## src/rtl/irc_tok_pkg.sv

```systemverilog
// ----------------------------------------------------------------------------
// irc_tok_pkg
// Shared codes, character constants, the result type and byte classifiers
// for the chat-line tokenizer.
// ----------------------------------------------------------------------------
package irc_tok_pkg;

    typedef logic [3:0] t_phase;

    localparam t_phase PH_START       = 4'd0;
    localparam t_phase PH_KEY         = 4'd1;
    localparam t_phase PH_VAL_FIRST   = 4'd2;
    localparam t_phase PH_VAL         = 4'd3;
    localparam t_phase PH_TAGSP       = 4'd4;
    localparam t_phase PH_PRE_FIRST   = 4'd5;
    localparam t_phase PH_PRE         = 4'd6;
    localparam t_phase PH_CMD_FIRST   = 4'd7;
    localparam t_phase PH_CMD_ALPHA   = 4'd8;
    localparam t_phase PH_CMD_DIGIT   = 4'd9;
    localparam t_phase PH_CMD_AFTER   = 4'd10;
    localparam t_phase PH_PARAM_START = 4'd11;
    localparam t_phase PH_MID         = 4'd12;
    localparam t_phase PH_TRAIL_FIRST = 4'd13;
    localparam t_phase PH_TRAIL       = 4'd14;
    localparam t_phase PH_DONE        = 4'd15;

    localparam logic [2:0] SEG_KEY     = 3'd0;
    localparam logic [2:0] SEG_VALUE   = 3'd1;
    localparam logic [2:0] SEG_PREFIX  = 3'd2;
    localparam logic [2:0] SEG_COMMAND = 3'd3;
    localparam logic [2:0] SEG_MIDDLE  = 3'd4;
    localparam logic [2:0] SEG_TRAIL   = 3'd5;

    localparam logic [2:0] ERR_NONE       = 3'd0;
    localparam logic [2:0] ERR_EMPTY_KEY  = 3'd1;
    localparam logic [2:0] ERR_BAD_ESC    = 3'd2;
    localparam logic [2:0] ERR_NO_SPACE   = 3'd3;
    localparam logic [2:0] ERR_BAD_CMD    = 3'd4;
    localparam logic [2:0] ERR_BAD_SEP    = 3'd5;
    localparam logic [2:0] ERR_NO_TRAIL   = 3'd6;
    localparam logic [2:0] ERR_TRUNCATED  = 3'd7;

    localparam logic [7:0] CH_AT    = 8'h40;
    localparam logic [7:0] CH_SEMI  = 8'h3B;
    localparam logic [7:0] CH_EQ    = 8'h3D;
    localparam logic [7:0] CH_COLON = 8'h3A;
    localparam logic [7:0] CH_S     = 8'h73;
    localparam logic [7:0] CH_R     = 8'h72;
    localparam logic [7:0] CH_N     = 8'h6E;
    localparam logic [7:0] CH_BSL   = 8'h5C;
    localparam logic [7:0] CH_SPACE = 8'h20;
    localparam logic [7:0] CH_CR    = 8'h0D;
    localparam logic [7:0] CH_LF    = 8'h0A;
    localparam logic [7:0] CH_NUL   = 8'h00;
    localparam logic [7:0] CH_MINUS = 8'h2D;
    localparam logic [7:0] CH_SLASH = 8'h2F;
    localparam logic [7:0] CH_PLUS  = 8'h2B;

    typedef struct packed {
        logic       has_byte;
        logic [7:0] data_byte;
        logic [2:0] segment;
        logic [5:0] tag_number;
        logic [3:0] param_number;
        logic       token_start;
        logic       command_numeric;
        logic       message_end;
        logic [2:0] error_code;
    } t_result;

    function automatic logic is_alpha(input logic [7:0] b);
        return (b >= 8'h61 && b <= 8'h7A) || (b >= 8'h41 && b <= 8'h5A);
    endfunction

    function automatic logic is_digit(input logic [7:0] b);
        return b >= 8'h30 && b <= 8'h39;
    endfunction

    function automatic logic is_term(input logic [7:0] b);
        return b == CH_CR || b == CH_LF || b == CH_NUL;
    endfunction

endpackage

```

## src/rtl/irc_tok_in_if.sv

```systemverilog
// ----------------------------------------------------------------------------
// irc_tok_in_if
// Raw byte channel into the tokenizer: one line byte and its end mark a beat.
// ----------------------------------------------------------------------------
interface irc_tok_in_if;
    logic       valid;
    logic       ready;
    logic [7:0] byte_in;
    logic       last_byte;

    modport source (output valid, output byte_in, output last_byte, input ready);
    modport sink   (input valid, input byte_in, input last_byte, output ready);
endinterface

```

## src/rtl/irc_tok_out_if.sv

```systemverilog
// ----------------------------------------------------------------------------
// irc_tok_out_if
// Token channel out of the tokenizer: one decoded result a beat.
// ----------------------------------------------------------------------------
interface irc_tok_out_if;
    logic       valid;
    logic       ready;
    logic       has_byte;
    logic [7:0] data_byte;
    logic [2:0] segment;
    logic [5:0] tag_number;
    logic [3:0] param_number;
    logic       token_start;
    logic       command_numeric;
    logic       message_end;
    logic [2:0] error_code;

    modport source (output valid, output has_byte, output data_byte, output segment,
                    output tag_number, output param_number, output token_start,
                    output command_numeric, output message_end, output error_code,
                    input ready);
    modport sink   (input valid, input has_byte, input data_byte, input segment,
                    input tag_number, input param_number, input token_start,
                    input command_numeric, input message_end, input error_code,
                    output ready);
endinterface

```

## src/rtl/irc_tok_fsm.sv

```systemverilog
// ----------------------------------------------------------------------------
// irc_tok_fsm
// Parser state and the single-byte step: decodes one byte per fire and
// produces at most one result.
// ----------------------------------------------------------------------------
module irc_tok_fsm #(
    parameter int MAX_TAGS   = 64,
    parameter int MAX_PARAMS = 16
) (
    input  logic                 i_clk,
    input  logic                 i_rst_n,
    input  logic                 i_fire,
    input  logic [7:0]           i_byte,
    input  logic                 i_last,
    output logic                 o_res_valid,
    output irc_tok_pkg::t_result o_res
);

    localparam int TAG_W   = (MAX_TAGS > 1) ? $clog2(MAX_TAGS) : 1;
    localparam int PARAM_W = $clog2(MAX_PARAMS);
    localparam logic [TAG_W-1:0]   TAG_TOP   = TAG_W'(MAX_TAGS - 1);
    localparam logic [PARAM_W-1:0] PARAM_TOP = PARAM_W'(MAX_PARAMS - 1);

    irc_tok_pkg::t_phase r_phase, n_phase;
    logic               r_esc, n_esc;
    logic               r_knz, n_knz;
    logic [TAG_W-1:0]   r_tag, n_tag;
    logic [PARAM_W-1:0] r_param, n_param;
    logic [1:0]         r_dig, n_dig;
    logic [2:0]         r_err, n_err;

    logic       put_has;
    logic [7:0] put_data;
    logic [2:0] put_seg;
    logic       put_tok;
    logic [2:0] err_new;
    logic [7:0] esc_data;
    logic       esc_ok;
    logic [TAG_W+5:0]   tag_ext;
    logic [PARAM_W+3:0] param_ext;

    always_comb begin
        esc_ok   = 1'b1;
        esc_data = irc_tok_pkg::CH_NUL;
        case (i_byte)
            irc_tok_pkg::CH_COLON: esc_data = irc_tok_pkg::CH_SEMI;
            irc_tok_pkg::CH_S:     esc_data = irc_tok_pkg::CH_SPACE;
            irc_tok_pkg::CH_BSL:   esc_data = irc_tok_pkg::CH_BSL;
            irc_tok_pkg::CH_R:     esc_data = irc_tok_pkg::CH_CR;
            irc_tok_pkg::CH_N:     esc_data = irc_tok_pkg::CH_LF;
            default:               esc_ok   = 1'b0;
        endcase
    end

    always_comb begin
        n_phase  = r_phase;
        n_esc    = r_esc;
        n_knz    = r_knz;
        n_tag    = r_tag;
        n_param  = r_param;
        n_dig    = r_dig;
        put_has  = 1'b0;
        put_data = 8'd0;
        put_seg  = irc_tok_pkg::SEG_KEY;
        put_tok  = 1'b0;
        err_new  = irc_tok_pkg::ERR_NONE;

        if (r_err == irc_tok_pkg::ERR_NONE) begin
            case (r_phase)
                irc_tok_pkg::PH_START, irc_tok_pkg::PH_TAGSP,
                irc_tok_pkg::PH_CMD_FIRST: begin
                    if (r_phase == irc_tok_pkg::PH_START && i_byte == irc_tok_pkg::CH_AT) begin
                        n_phase = irc_tok_pkg::PH_KEY;
                        n_knz   = 1'b0;
                    end else if (r_phase == irc_tok_pkg::PH_TAGSP
                                 && i_byte == irc_tok_pkg::CH_SPACE) begin
                        n_phase = r_phase;
                    end else if (r_phase != irc_tok_pkg::PH_CMD_FIRST
                                 && i_byte == irc_tok_pkg::CH_COLON) begin
                        n_phase = irc_tok_pkg::PH_PRE_FIRST;
                    end else if (irc_tok_pkg::is_alpha(i_byte)) begin
                        n_phase = irc_tok_pkg::PH_CMD_ALPHA;
                        put_has = 1'b1; put_data = i_byte;
                        put_seg = irc_tok_pkg::SEG_COMMAND; put_tok = 1'b1;
                    end else if (irc_tok_pkg::is_digit(i_byte)) begin
                        n_phase = irc_tok_pkg::PH_CMD_DIGIT;
                        n_dig   = 2'd1;
                        put_has = 1'b1; put_data = i_byte;
                        put_seg = irc_tok_pkg::SEG_COMMAND; put_tok = 1'b1;
                    end else begin
                        err_new = irc_tok_pkg::ERR_BAD_CMD;
                    end
                end
                irc_tok_pkg::PH_KEY: begin
                    if (irc_tok_pkg::is_alpha(i_byte) || irc_tok_pkg::is_digit(i_byte)
                        || i_byte == irc_tok_pkg::CH_MINUS || i_byte == irc_tok_pkg::CH_SLASH
                        || i_byte == irc_tok_pkg::CH_PLUS) begin
                        put_has = 1'b1; put_data = i_byte;
                        put_seg = irc_tok_pkg::SEG_KEY; put_tok = !r_knz;
                        n_knz   = 1'b1;
                    end else if (!r_knz) begin
                        err_new = irc_tok_pkg::ERR_EMPTY_KEY;
                    end else if (i_byte == irc_tok_pkg::CH_EQ) begin
                        n_phase = irc_tok_pkg::PH_VAL_FIRST;
                    end else if (i_byte == irc_tok_pkg::CH_SEMI) begin
                        if (r_tag < TAG_TOP) n_tag = r_tag + 1'b1;
                        n_knz = 1'b0;
                    end else if (i_byte == irc_tok_pkg::CH_SPACE) begin
                        n_phase = irc_tok_pkg::PH_TAGSP;
                    end else begin
                        err_new = irc_tok_pkg::ERR_NO_SPACE;
                    end
                end
                irc_tok_pkg::PH_VAL_FIRST, irc_tok_pkg::PH_VAL: begin
                    if (r_esc) begin
                        n_esc = 1'b0;
                        if (esc_ok) begin
                            put_has = 1'b1; put_data = esc_data;
                            put_seg = irc_tok_pkg::SEG_VALUE;
                            put_tok = (r_phase == irc_tok_pkg::PH_VAL_FIRST);
                            n_phase = irc_tok_pkg::PH_VAL;
                        end else begin
                            err_new = irc_tok_pkg::ERR_BAD_ESC;
                        end
                    end else if (i_byte == irc_tok_pkg::CH_SEMI) begin
                        if (r_tag < TAG_TOP) n_tag = r_tag + 1'b1;
                        n_knz   = 1'b0;
                        n_phase = irc_tok_pkg::PH_KEY;
                    end else if (i_byte == irc_tok_pkg::CH_SPACE) begin
                        n_phase = irc_tok_pkg::PH_TAGSP;
                    end else if (irc_tok_pkg::is_term(i_byte)) begin
                        err_new = irc_tok_pkg::ERR_NO_SPACE;
                    end else if (i_byte == irc_tok_pkg::CH_BSL) begin
                        n_esc = 1'b1;
                    end else begin
                        put_has = 1'b1; put_data = i_byte;
                        put_seg = irc_tok_pkg::SEG_VALUE;
                        put_tok = (r_phase == irc_tok_pkg::PH_VAL_FIRST);
                        n_phase = irc_tok_pkg::PH_VAL;
                    end
                end
                irc_tok_pkg::PH_PRE_FIRST, irc_tok_pkg::PH_PRE: begin
                    if (i_byte == irc_tok_pkg::CH_SPACE) begin
                        n_phase = irc_tok_pkg::PH_CMD_FIRST;
                    end else begin
                        put_has = 1'b1; put_data = i_byte;
                        put_seg = irc_tok_pkg::SEG_PREFIX;
                        put_tok = (r_phase == irc_tok_pkg::PH_PRE_FIRST);
                        n_phase = irc_tok_pkg::PH_PRE;
                    end
                end
                irc_tok_pkg::PH_CMD_DIGIT: begin
                    if (!irc_tok_pkg::is_digit(i_byte)) begin
                        err_new = irc_tok_pkg::ERR_BAD_CMD;
                    end else begin
                        put_has = 1'b1; put_data = i_byte;
                        put_seg = irc_tok_pkg::SEG_COMMAND;
                        n_dig   = r_dig + 2'd1;
                        // third digit closes the numeric command
                        if (r_dig == 2'd2) n_phase = irc_tok_pkg::PH_CMD_AFTER;
                    end
                end
                irc_tok_pkg::PH_CMD_ALPHA: begin
                    if (irc_tok_pkg::is_alpha(i_byte)) begin
                        put_has = 1'b1; put_data = i_byte;
                        put_seg = irc_tok_pkg::SEG_COMMAND;
                    end else if (i_byte == irc_tok_pkg::CH_SPACE) begin
                        n_phase = irc_tok_pkg::PH_PARAM_START;
                    end else begin
                        n_phase = irc_tok_pkg::PH_DONE;
                    end
                end
                irc_tok_pkg::PH_CMD_AFTER: begin
                    n_phase = (i_byte == irc_tok_pkg::CH_SPACE) ?
                              irc_tok_pkg::PH_PARAM_START : irc_tok_pkg::PH_DONE;
                end
                irc_tok_pkg::PH_PARAM_START: begin
                    if (i_byte == irc_tok_pkg::CH_COLON) begin
                        n_phase = irc_tok_pkg::PH_TRAIL_FIRST;
                    end else if (irc_tok_pkg::is_term(i_byte)) begin
                        err_new = irc_tok_pkg::ERR_NO_TRAIL;
                    end else if (i_byte == irc_tok_pkg::CH_SPACE) begin
                        // empty middle param: counted, nothing emitted
                        if (r_param < PARAM_TOP) n_param = r_param + 1'b1;
                    end else begin
                        put_has = 1'b1; put_data = i_byte;
                        put_seg = irc_tok_pkg::SEG_MIDDLE; put_tok = 1'b1;
                        n_phase = irc_tok_pkg::PH_MID;
                    end
                end
                irc_tok_pkg::PH_MID: begin
                    if (i_byte == irc_tok_pkg::CH_SPACE) begin
                        if (r_param < PARAM_TOP) n_param = r_param + 1'b1;
                        n_phase = irc_tok_pkg::PH_PARAM_START;
                    end else if (irc_tok_pkg::is_term(i_byte)) begin
                        err_new = irc_tok_pkg::ERR_BAD_SEP;
                    end else begin
                        put_has = 1'b1; put_data = i_byte;
                        put_seg = irc_tok_pkg::SEG_MIDDLE;
                    end
                end
                irc_tok_pkg::PH_TRAIL_FIRST, irc_tok_pkg::PH_TRAIL: begin
                    if (irc_tok_pkg::is_term(i_byte)) begin
                        n_phase = irc_tok_pkg::PH_DONE;
                    end else begin
                        put_has = 1'b1; put_data = i_byte;
                        put_seg = irc_tok_pkg::SEG_TRAIL;
                        put_tok = (r_phase == irc_tok_pkg::PH_TRAIL_FIRST);
                        n_phase = irc_tok_pkg::PH_TRAIL;
                    end
                end
                default: begin
                    n_phase = r_phase;
                end
            endcase
        end

        n_err = r_err;
        if (err_new != irc_tok_pkg::ERR_NONE) begin
            n_err    = err_new;
            put_has  = 1'b0;
            put_data = 8'd0;
            put_seg  = irc_tok_pkg::SEG_KEY;
            put_tok  = 1'b0;
        end
        if (i_last && n_err == irc_tok_pkg::ERR_NONE
            && n_phase != irc_tok_pkg::PH_TRAIL_FIRST && n_phase != irc_tok_pkg::PH_TRAIL
            && n_phase != irc_tok_pkg::PH_DONE) begin
            n_err = irc_tok_pkg::ERR_TRUNCATED;
        end
    end

    assign tag_ext   = {6'd0, n_tag};
    assign param_ext = {4'd0, n_param};

    assign o_res_valid = put_has || (err_new != irc_tok_pkg::ERR_NONE) || i_last;

    always_comb begin
        o_res.has_byte        = put_has;
        o_res.data_byte       = put_data;
        o_res.segment         = put_seg;
        o_res.tag_number      = tag_ext[5:0];
        o_res.param_number    = param_ext[3:0];
        o_res.token_start     = put_tok;
        o_res.command_numeric = (n_dig != 2'd0);
        o_res.message_end     = i_last;
        o_res.error_code      = n_err;
    end

    always_ff @(posedge i_clk) begin
        if (!i_rst_n || (i_fire && i_last)) begin
            r_phase <= irc_tok_pkg::PH_START;
            r_esc   <= 1'b0;
            r_knz   <= 1'b0;
            r_tag   <= '0;
            r_param <= '0;
            r_dig   <= 2'd0;
            r_err   <= irc_tok_pkg::ERR_NONE;
        end else if (i_fire) begin
            r_phase <= n_phase;
            r_esc   <= n_esc;
            r_knz   <= n_knz;
            r_tag   <= n_tag;
            r_param <= n_param;
            r_dig   <= n_dig;
            r_err   <= n_err;
        end
    end

endmodule

```

## src/rtl/irc_tok_outreg.sv

```systemverilog
// ----------------------------------------------------------------------------
// irc_tok_outreg
// Result register driving the token channel; reloads in the cycle its beat
// is taken.
// ----------------------------------------------------------------------------
module irc_tok_outreg (
    input  logic                 i_clk,
    input  logic                 i_rst_n,
    input  logic                 i_load,
    input  logic                 i_res_valid,
    input  irc_tok_pkg::t_result i_res,
    output logic                 o_can_load,
    irc_tok_out_if.source        o_out
);

    logic                 r_valid;
    irc_tok_pkg::t_result r_res;

    assign o_can_load = !r_valid || o_out.ready;

    always_ff @(posedge i_clk) begin
        if (!i_rst_n) begin
            r_valid <= 1'b0;
        end else if (i_load) begin
            r_valid <= i_res_valid;
        end else if (o_out.ready) begin
            r_valid <= 1'b0;
        end
    end

    always_ff @(posedge i_clk) begin
        if (i_load && i_res_valid) begin
            r_res <= i_res;
        end
    end

    assign o_out.valid           = r_valid;
    assign o_out.has_byte        = r_res.has_byte;
    assign o_out.data_byte       = r_res.data_byte;
    assign o_out.segment         = r_res.segment;
    assign o_out.tag_number      = r_res.tag_number;
    assign o_out.param_number    = r_res.param_number;
    assign o_out.token_start     = r_res.token_start;
    assign o_out.command_numeric = r_res.command_numeric;
    assign o_out.message_end     = r_res.message_end;
    assign o_out.error_code      = r_res.error_code;

endmodule

```

## src/rtl/irc_message_tokenizer.sv

```systemverilog
// ----------------------------------------------------------------------------
// irc_message_tokenizer
// Byte-serial tokenizer for one chat-protocol line with an optional tag list.
// ----------------------------------------------------------------------------
// Takes one raw line byte per clock while the output is drained and returns at
// most one token beat per byte: a decoded byte with its segment, tag/param index
// and start mark, an error beat when parsing first fails, and a beat for every
// last byte. A byte is held in an input register, decoded combinationally
// against the parser state and written to a result register; while the result
// register is stalled the byte waits in the input register. Bytes after an
// error or a terminator are absorbed without a beat until the last byte,
// which returns the parser to the start of a message.
module irc_message_tokenizer #(
    parameter int MAX_TAGS   = 64,
    parameter int MAX_PARAMS = 16
) (
    input  logic          i_clk,
    input  logic          i_rst_n,
    irc_tok_in_if.sink    i_in,
    irc_tok_out_if.source o_out
);

    logic                 r_s0_valid;
    logic [7:0]           r_s0_byte;
    logic                 r_s0_last;
    logic                 can_load;
    logic                 fire;
    logic                 res_valid;
    irc_tok_pkg::t_result res;

    assign fire       = r_s0_valid && can_load;
    assign i_in.ready = !r_s0_valid || fire;

    always_ff @(posedge i_clk) begin
        if (!i_rst_n) begin
            r_s0_valid <= 1'b0;
        end else if (i_in.ready) begin
            r_s0_valid <= i_in.valid;
        end
    end

    always_ff @(posedge i_clk) begin
        if (i_in.valid && i_in.ready) begin
            r_s0_byte <= i_in.byte_in;
            r_s0_last <= i_in.last_byte;
        end
    end

    irc_tok_fsm #(
        .MAX_TAGS   (MAX_TAGS),
        .MAX_PARAMS (MAX_PARAMS)
    ) u_fsm (
        .i_clk       (i_clk),
        .i_rst_n     (i_rst_n),
        .i_fire      (fire),
        .i_byte      (r_s0_byte),
        .i_last      (r_s0_last),
        .o_res_valid (res_valid),
        .o_res       (res)
    );

    irc_tok_outreg u_outreg (
        .i_clk       (i_clk),
        .i_rst_n     (i_rst_n),
        .i_load      (fire),
        .i_res_valid (res_valid),
        .i_res       (res),
        .o_can_load  (can_load),
        .o_out       (o_out)
    );

    // a held input beat must not change while the result side is stalled
    a_s0_hold: assert property (@(posedge i_clk) disable iff (!i_rst_n)
        (r_s0_valid && !can_load) |=> (r_s0_valid && $stable(r_s0_byte)
                                       && $stable(r_s0_last)))
        else $error("input stage changed while stalled");

    // beats without a decoded byte carry a clean payload
    a_empty_beat: assert property (@(posedge i_clk) disable iff (!i_rst_n)
        (o_out.valid && !o_out.has_byte) |-> (o_out.data_byte == 8'd0
            && o_out.segment == irc_tok_pkg::SEG_KEY && !o_out.token_start))
        else $error("empty beat carries byte data");

    // a byte beat reports no failure, except a truncation raised on the last byte
    a_byte_err: assert property (@(posedge i_clk) disable iff (!i_rst_n)
        (o_out.valid && o_out.has_byte) |->
            (o_out.error_code == irc_tok_pkg::ERR_NONE
             || (o_out.message_end && o_out.error_code == irc_tok_pkg::ERR_TRUNCATED)))
        else $error("byte beat with parse error");

endmodule
```

## src/flat_wrapper.sv

```systemverilog
// flat-port wrapper written by rule: the top's interface ports become plain ports
module irc_message_tokenizer_flat 
#(
    parameter int MAX_TAGS   = 64,
    parameter int MAX_PARAMS = 16
)
  (i_clk, i_rst_n, i_in_valid, i_in_byte_in, i_in_last_byte, i_in_ready, o_out_valid, o_out_has_byte, o_out_data_byte, o_out_segment, o_out_tag_number, o_out_param_number, o_out_token_start, o_out_command_numeric, o_out_message_end, o_out_error_code, o_out_ready);
  irc_tok_in_if i_in_i ();
  irc_tok_out_if o_out_i ();
  input  logic i_clk;
  input  logic i_rst_n;
  input wire logic [$bits(i_in_i.valid)-1:0] i_in_valid;
  input wire logic [$bits(i_in_i.byte_in)-1:0] i_in_byte_in;
  input wire logic [$bits(i_in_i.last_byte)-1:0] i_in_last_byte;
  output wire logic [$bits(i_in_i.ready)-1:0] i_in_ready;
  output wire logic [$bits(o_out_i.valid)-1:0] o_out_valid;
  output wire logic [$bits(o_out_i.has_byte)-1:0] o_out_has_byte;
  output wire logic [$bits(o_out_i.data_byte)-1:0] o_out_data_byte;
  output wire logic [$bits(o_out_i.segment)-1:0] o_out_segment;
  output wire logic [$bits(o_out_i.tag_number)-1:0] o_out_tag_number;
  output wire logic [$bits(o_out_i.param_number)-1:0] o_out_param_number;
  output wire logic [$bits(o_out_i.token_start)-1:0] o_out_token_start;
  output wire logic [$bits(o_out_i.command_numeric)-1:0] o_out_command_numeric;
  output wire logic [$bits(o_out_i.message_end)-1:0] o_out_message_end;
  output wire logic [$bits(o_out_i.error_code)-1:0] o_out_error_code;
  input wire logic [$bits(o_out_i.ready)-1:0] o_out_ready;
  assign i_in_i.valid = i_in_valid;
  assign i_in_i.byte_in = i_in_byte_in;
  assign i_in_i.last_byte = i_in_last_byte;
  assign i_in_ready = i_in_i.ready;
  assign o_out_valid = o_out_i.valid;
  assign o_out_has_byte = o_out_i.has_byte;
  assign o_out_data_byte = o_out_i.data_byte;
  assign o_out_segment = o_out_i.segment;
  assign o_out_tag_number = o_out_i.tag_number;
  assign o_out_param_number = o_out_i.param_number;
  assign o_out_token_start = o_out_i.token_start;
  assign o_out_command_numeric = o_out_i.command_numeric;
  assign o_out_message_end = o_out_i.message_end;
  assign o_out_error_code = o_out_i.error_code;
  assign o_out_i.ready = o_out_ready;
  irc_message_tokenizer #(.MAX_TAGS(MAX_TAGS), .MAX_PARAMS(MAX_PARAMS)) u_core (.i_clk(i_clk), .i_rst_n(i_rst_n), .i_in(i_in_i), .o_out(o_out_i));
endmodule
```

## config.mk

```make
export PLATFORM = sky130hd
export DESIGN_NAME = irc_message_tokenizer_flat
export DESIGN_NICKNAME = d
export VERILOG_FILES = /design/src/rtl/irc_tok_pkg.sv /design/src/rtl/irc_tok_in_if.sv /design/src/rtl/irc_tok_out_if.sv /design/src/rtl/irc_tok_fsm.sv /design/src/rtl/irc_tok_outreg.sv /design/src/rtl/irc_message_tokenizer.sv /design/src/flat_wrapper.sv
export SDC_FILE = /design/constraint.sdc
export NUM_CORES = 1
export LEC_CHECK = 0
export CORE_MARGIN = 3
export CORE_UTILIZATION = 44
export CTS_BUF_LIST = sky130_fd_sc_hd__clkbuf_16
export DETAILED_ROUTE_END_ITERATION = 12
export DONT_BUFFER_PORTS = 1
export GPL_TIMING_DRIVEN = 0
export HOLD_SLACK_MARGIN = 0.15
export SYNTH_ARGS = -nofsm -noshare
export SYNTH_HDL_FRONTEND = slang
export SYNTH_SLANG_ARGS = --single-unit
```

## constraint.sdc

```tcl
create_clock -name i_clk -period 4.89 [get_ports i_clk]
set_clock_uncertainty 0.15 [all_clocks]
set_input_delay 0.7335 -clock i_clk [delete_from_list [all_inputs] [get_ports i_clk]]
set_output_delay 0.7335 -clock i_clk [all_outputs]
set_load 0.03 [all_outputs]
```

Yosys cells after proc, flatten, opt, wreduce, memory -nomap -nowiden
Cells that the tools add are included.

Bitwise gates (word level): 1. Mux-type cells: 160. Magnitude comparators: 8. Reductions and logical operators: 46. Eq/ne operators: 36. Add/sub/neg operators: 3.

Operators with widths (number): $mux W8 (18); $mux W4 (29); $pmux W8 S9 (1); $mux W3 (21); $eq A8 B6 Y1 const B (7); $mux W1 (51); $mux W2 (23); $mux W6 (7); $eq A8 B7 Y1 const B (5); $pmux W4 S10 (1); $pmux W7 S5 (1); $eq A4 B4 Y1 const B (7); $pmux W3 S8 (1); $pmux W3 S6 (1); $eq A4 B3 Y1 const B (4); $eq A8 B4 Y1 const B (2); $ge A8 B7 Y1 const B (2); $le A8 B7 Y1 const B (2); $logic_and A1 B1 Y1 (14); $logic_or A1 B1 Y1 (12); $ne A4 B4 Y1 const B (3); $pmux W6 S2 (1); $pmux W1 S9 (1); $eq A4 B2 Y1 const B (2); 27 further kinds (38).

Bits in registers: 60.

Longest topological paths before layout
Gate-level depths: netlist (run 1).

Depth in word-level cells: 18. Mapped depth: 11. Mapped depth without buffers: 9.

Hierarchy
A second synthesis (run 1) with hierarchy kept.

Cells, all modules: 453. Area, all modules: 3992.6 µm².

Modules (own cells, without submodules): irc_tok_fsm (sequential area each 420.4 µm², cells each 405, area each 2765.2 µm², times used 1); irc_tok_outreg (sequential area each 860.8 µm², cells each 33, area each 892.1 µm², times used 1); irc_message_tokenizer (sequential area each 290.3 µm², cells each 15, area each 335.3 µm², times used 1).

Least setup slack after synthesis (run 1)
Ideal clock, no wire load.

Path kind: register to register. From: register u_core.r_s0_byte[7]. To: register u_core.u_outreg.r_res, in the netlist u_core.u_outreg.o_out.command_numeric (enable). Required time: 4.327 ns. Clock period less this slack: 3.873 ns. Arrival: 3.310 ns. Path slack: 1.017 ns. Cell stages (with the launch flop): 11. Library setup time: 0.413 ns. Path through: edfxtp_1 buf_2 nand2b_1 buf_2 or4_1 o21ai_0 o221a_2 a31oi_1 a41oi_1 nor3_1 nor2_1.

RTL lines: start: declaration (RTL line irc_message_tokenizer.sv:24) `logic [7:0] r_s0_byte;`; start signal: assignment (RTL line irc_message_tokenizer.sv:44) `r_s0_byte <= i_in.byte_in;`; end signal: assignment (RTL line irc_tok_outreg.sv:33) `r_res <= i_res;`; end: declaration (RTL line irc_tok_outreg.sv:17) `irc_tok_pkg::t_result r_res;`.

==> results of run 1 <==
==> per-layer routing <==
layer  up-vias  GRT usage  part of all wire
li1       1792          -                 -
met1      1795     0.3443              0.47
met2       172     0.3418              0.44
met3        28    0.03891             0.067
met4         0    0.08779             0.024
met5         -          0                 0
==> power groups by stage <==
stage	logic (mW)	clock network, mW	registers (mW)
6_report	0.295	0.649	0.632
5_1_grt	0.319	0.677	0.637
4_1_cts	0.289	0.659	0.633
3_5_place_dp	0.287	0	0.643
3_3_place_gp	0.284	0	0.644
2_1_floorplan	0.209	0	0.638
==> synthesized netlist by cell type (6+ instances only) <==
| cell | count |
|---|---|
| o22ai_1 | 6 |
| nor2b_1 | 6 |
| nor3_1 | 17 |
| nand3_1 | 15 |
| edfxtp_1 | 37 |
| nand2_1 | 43 |
| a31oi_1 | 8 |
| nand2b_1 | 12 |
| nor2_1 | 56 |
| o31ai_1 | 7 |
| and2_1 | 10 |
| clkbuf_1 | 11 |
| buf_2 | 11 |
| inv_1 | 7 |
| dfxtp_1 | 23 |
| nand4_1 | 6 |
| a21oi_1 | 39 |
| o21ai_0 | 26 |
| a211oi_1 | 7 |
==> sequential cells by signal, summed over array words and instances, names as in the netlist, 3 cells and up <==
| signal | cells |
|---|---|
| u_core.u_fsm.r_err | 3 |
| u_core.u_outreg.o_out.data_byte | 8 |
| u_core.u_fsm.r_param | 4 |
| u_core.r_s0_byte | 8 |
| u_core.u_fsm.r_tag | 6 |
| u_core.u_outreg.o_out.tag_number | 6 |
| u_core.u_outreg.o_out.segment | 3 |
| u_core.u_outreg.o_out.error_code | 3 |
| u_core.u_outreg.o_out.param_number | 4 |
| u_core.u_fsm.r_phase | 4 |
==> kinds of logic after synthesis <==
family	share of synthesized area
simple gates	0.2812
mux	0.01320
buf+inv	0.03838
compound gates	0.2564
fa+ha+maj	0.01228
flops	0.3856
xor+xnor	0.01290
==> worst min path at each step <==
stage | start | endpoint | depth (start not counted)
detailed placement | u_core.u_fsm.r_dig[1] | u_core.u_fsm.r_dig[1] | 2
CTS | i_in_last_byte | u_core.r_s0_last | 0
finish | i_in_byte_in[4] | u_core.r_s0_byte[4] | 0
floorplan | u_core.u_fsm.r_dig[0] | u_core.u_fsm.r_dig[0] | 2
global route | i_in_last_byte | u_core.r_s0_last | 0
global placement | u_core.u_fsm.r_dig[0] | u_core.u_fsm.r_dig[0] | 2
==> worst register-to-register path: cells and delay by family, from the launching register on <==
kind / cells / cell delay (ns)
AND/OR/NAND/NOR: 5 / 1.84
flip-flops: 1 / 0.50
buffers and inverters: 1 / 0.25
AO/OA/AOI/OAI: 3 / 0.88
==> layout make-up <==
class | count | area, um^2 | share of cell area
well taps | 108 | 135.1 | 0.02977
flip-flops and latches | 60 | 1572 | 0.3462
plain buffers | 28 | 126.4 | 0.02784
clock inverters | 6 | 61.31 | 0.01351
multi-input cells | 369 | 2350 | 0.5176
repair buffers | 1 | 15.01 | 0.003308
inverters | 8 | 30.03 | 0.006615
clock buffers | 10 | 250.2 | 0.05513
==> cell usage in the layout (no fill, tap or decap), drive strengths merged, types with 5 or more instances in the layout <==
cell	instances
a211oi	7
a21o	5
a21oi	39
a31oi	9
and2	11
buf	18
clkbuf	21
dfxtp	23
edfxtp	37
inv	10
nand2	44
nand2b	12
nand3	15
nand4	6
nor2	56
nor2b	6
nor3	21
nor4	5
o211ai	6
o21ai	30
o22ai	8
o31ai	7
or4	5
xor2	5
==> impl_metrics.ini, run 1 <==
[setup_path]
path_depth = 9
crit_buf_inv = 1
cp_slowest_cell = a41oi_1
worstPathArrival_ns = 3.81
reg2reg_from = u_core.r_s0_byte[1]
crit_end = u_core.u_outreg.o_out.data_byte[1]
cpPeakStageDelay_ns = 0.59
reg2reg_to = u_core.u_outreg.o_out.data_byte[1]
endpoint_kind = flip-flop
crit_required_ns = 4.77
path_max_fanout = 20
crit_start = u_core.r_s0_byte[1]
cp-start-kind = flip-flop
rr_worst_depth = 9
worstPathCellList = or4b_1 -> nor3_2 -> nand3b_2 -> o221a_2 -> a31oi_1 -> a41oi_1 -> nor3_1 -> nor2_2 -> buf_8
crit_type = flip-flop to flip-flop
r2r_setup_slack_ns = 0.95
cp_top_family = simple AND/OR/NAND/NOR gates

[logic_synthesis]
seq_area_frac_synth = 0.3856
synth_area_leaders = edfxtp_1 (27%), dfxtp_1 (11%), nor2_1 (5.2%)
synth_ff_type = edfxtp_1
syn_avg_cell_area_um2 = 8.764
yosys_warnings = 0
syn_nets = 482
synth_edf_count = 37
syn-instance-count = 465
ys_ff_latch = 60
yosys.area.top_type = edfxtp_1
netlist_area_um2 = 4075
synthArstFlopShare = 0
ys_types = 76
synth.top_cell.area_share = 0.2726

[floorplan]
fp.dieW_um = 102.2
rows = 34
die_h_um = 102.2
coreArea_um2 = 8848
pin_count = 43
initial_core_util = 0.4605
die_area_um2 = 10450

[timing]
rsz0062_at_grt = no
slew_violations = 0
relSlewSlack = 0.3556
final.setup.tns_ns = 0
tightestPinTransition_ns = 0.9593
setup_viol = 0
holdWs_ns = 0.3464
timing.final.crit_share = 0.8050
fmax_mhz = 254.0
hold_violations = 0
period_minus_slack_ns = 3.937
setup_ws_ns = 0.9533

[cells_and_area]
drive_gt1_frac = 0.1245
fin_area_um2 = 4539
nNetsFinal = 494
finish.utilization = 0.5130
fillers = 854
fin_cells = 590
n_antenna_cell = 0
syn2layout_area_growth_pct = 11.39

[pwr]
switching_share = 0.3056
seq_power_share = 0.401
p_switching_mw = 0.4818
peakVddDrop_uv = 202.4
p_leak_nw = 1.581
combPwrFrac = 0.187
finalPower_mw = 1.576
clkPwrFrac = 0.412
power_density_nw_per_um2 = 347.3
p_int_mw = 1.095

[run]
max-cap-violations = 0

[cts]
clock_sinks = 60
cts_tree = built
clkTransAtPathRegs_ns = 0.05
h-tree-depth = 3
post_cts_buffers = 0
clockBufferDepth = 2
cts_hold_buf = 0
cts_buffers = 9
clock_latency_ns = 0.33
root_buffer = clkbuf_16
cts_resized = 0

[drt]
first_iter_violations = 332
routed-via-count = 3787
firstDrtPassIters = 5
wirelength_um = 11830
viasPerCell = 6.419
route.antenna.remaining_nets = 0
route.detailed.drc = 0
wl_per_cell_um = 20.05

[placed_design]
dp_hpwl_um = 8726
dpl_cell_area_um2 = 4228
portBuffers = 0
gp_congestion = 0.9615
dp.cells = 574
place_ws_ns = 0.9870

[status]
status = finished clean

[worst_hold_path]
min_path_type = input pin to flip-flop

[grt]
gr-usage-all-layers = 0.2336
grt_pass1_vias = 3397
grt_pass1_wl_um = 18690
antenna_found_initial = 0
globalRoute.totalOverflow = 0
grt_max_degree = 21
Note: power is estimated with default switching activity, not from simulation.
==> run 2, diff against run 1 <==
ABC_AREA = 1   (was default)
clock period = 3.82 ns   (was 4.89 ns; I/O delays follow)
==> run 2 against run 1 <==
  * Final area increased by 4.4%
  * Die area increased by 3.6%
  * Combinational power increased by 27%
  * Routed wire length about the same
  * Core utilization decreased by 0.28 points
  * Flip-flop and latch count unchanged
  * Count of clock-buffer cells in the layout unchanged
  * Setup slack got worse by 0.48 ns
  * Via count increased by 4.3%
  * Synthesized cell count increased by 28%
  * Clock power increased by 43%
  * Sequential share of layout area decreased by 1.4 points
  * Critical path type unchanged
==> impl_metrics.ini, run 2 <==
[logic_synthesis]
syn_nets = 610
syn_avg_cell_area_um2 = 7.132
synth.top_cell.area_share = 0.2627
synth_edf_count = 37
yosys_warnings = 0
synthTopCellsByCount = nand2_1 (123), inv_1 (76), nor2_1 (72), edfxtp_1 (37)
seq_area_frac_synth = 0.3716
synth_area_leaders = edfxtp_1 (26%), nand2_1 (11%), dfxtp_1 (11%)
synthArstFlopShare = 0
netlist_area_um2 = 4229
yosysMostFrequentCell = nand2_1
yosys.area.top_type = edfxtp_1
synth_ff_type = edfxtp_1
ys_ff_latch = 60
ys_types = 43
syn-instance-count = 593

[setup_path]
crit_type = flip-flop to flip-flop
worstPathArrival_ns = 3.08
path_max_fanout = 28
crit_required_ns = 3.55
endpoint_kind = flip-flop
cp-start-kind = flip-flop

[drt]
routed-via-count = 3950
wirelength_um = 11820
route.detailed.drc = 0
viasPerCell = 5.352
wl_per_cell_um = 16.02
firstDrtPassIters = 5
route.antenna.remaining_nets = 0
first_iter_violations = 173

[grt]
globalRoute.totalOverflow = 0
grt_pass1_vias = 3772
gr-usage-all-layers = 0.2251
grt_pass1_wl_um = 19610
antenna_found_initial = 0
grt_max_degree = 29

[cells_and_area]
final_common_cell = nand2_1
fillers = 940
mostFrequentLayoutCells = nand2_1 (123), inv_1 (75), nor2_1 (72), edfxtp_1 (37)
nNetsFinal = 621
drive_gt1_frac = 0.1741
syn2layout_area_growth_pct = 12.01
n_antenna_cell = 0

[cts]
post_cts_buffers = 0
cts_buffers = 9
clkTransAtPathRegs_ns = 0.06
cts_tree = built
h-tree-depth = 3
clock_sinks = 60
clock_latency_ns = 0.33
root_buffer = clkbuf_16
clockBufferDepth = 2

[placed_design]
dp_hpwl_um = 9109
portBuffers = 0
gp_congestion = 0.9113

[pwr]
peakVddDrop_uv = 250.3
p_leak_nw = 2.141
power_density_nw_per_um2 = 449.1

[floorplan]
die_h_um = 104.0
rows = 35
initial_core_util = 0.4555
fp.dieW_um = 104.0
die_area_um2 = 10820
pin_count = 43
coreArea_um2 = 9284

[worst_hold_path]
min_path_type = input pin to flip-flop

[timing]
slew_violations = 0
fmax_mhz = 298.6
rsz0062_at_grt = no
period_minus_slack_ns = 3.349
final.setup.tns_ns = 0
hold_violations = 0
holdWs_ns = 0.1871
timing.final.crit_share = 0.8768
setup_viol = 0
tightestPinTransition_ns = 0.6971
relSlewSlack = 0.5321

[run]
max-cap-violations = 0

[status]
status = finished clean
run 2: cell count changes in the layout (fill, tap and decap cells not counted), sizes merged, moves of 7 or more:
| cell | delta |
|---|---|
| nand2b | -12 |
| nand3 | +19 |
| and2 | -11 |
| inv | +86 |
| nor3 | -12 |
| buf | -8 |
| o21ai | +19 |
| nor2 | +39 |
| a31oi | -7 |
| nand2 | +101 |
run 2: stage by stage:
| step | area (um^2) | setup WS (ns) | total power, mW | utilization | cells |
|---|---|---|---|---|---|
| finish | 4737 | 0.4706 | 2.127 | 0.5102 | 738 |
| detailed placement | 4390 | 0.2066 | 1.207 | 0.4729 | 722 |
| CTS | 4733 | 0.1836 | 2.137 | 0.5098 | 738 |
| floorplan | 4229 | 1.021 | 1.107 | - | 593 |
| global placement | 4390 | 0.2090 | 1.205 | 0.4729 | 722 |
| global route | 4737 | 0.07546 | 2.226 | 0.5102 | 738 |
run 2: layer usage:
layer	share of wire	track usage	wire length (um)
met1	0.47	0.3205	5553
met3	0.061	0.04035	716
met5	0	0	0
met2	0.45	0.3500	5322
met4	0.019	0.06553	229
run 2: logic make-up after synthesis:
family | share of synthesized area
xor+xnor | 0.006214
buf+inv | 0.1047
mux | 0.003549
fa+ha+maj | 0.01183
compound gates | 0.1639
simple gates | 0.3382
flops | 0.3716
run 2: worst paths after layout:
path,slack (ns),from,to,depth (start not counted)
max,0.47,u_core.r_s0_byte[4],u_core.u_outreg.o_out.data_byte[3],14
min,0.19,i_in_byte_in[3],u_core.r_s0_byte[3],0
max reg2reg,0.47,u_core.r_s0_byte[4],u_core.u_outreg.o_out.data_byte[3],14
min reg2reg,0.30,u_core.r_s0_last,u_core.u_outreg.o_out.message_end,0
run 2: layout make-up:
cell class / instances / area, um^2 / share of cell area
Multi-Input combinational cell: 422 / 2215 / 0.4675
Sequential cell: 60 / 1572 / 0.3317
Clock inverter: 6 / 92.59 / 0.01955
Tap cell: 129 / 161.4 / 0.03407
Clock buffer: 10 / 250.2 / 0.05283
Buffer: 16 / 86.33 / 0.01823
Inverter: 95 / 360.3 / 0.07607
run 2: where the power goes:
part	switching, mW	total [mW]	internal [mW]	leakage [nW]
logic	0.266	0.376	0.111	1.43
clock network	0.313	0.928	0.615	0.169
registers	0.0764	0.823	0.747	0.539
run 2: what timing repair did:
action,in CTS,in global routing
gates resized for setup,0,1
endpoints found under the setup margin,0,28
hold buffers,0,0
run 2: worst max-delay path, stage by stage (launching register included):
cell,delay [ns]
edfxtp_1,0.51
inv_1,0.21
nand2_1,0.09
nor2_1,0.19
nand2_2,0.12
nand2_2,0.13
inv_2,0.06
o21ai_2,0.10
nor2_1,0.06
o21ai_2,0.24
o21ai_0,0.14
nor2_1,0.14
nand3_1,0.08
nand2_1,0.14
clkinvlp_4,0.53
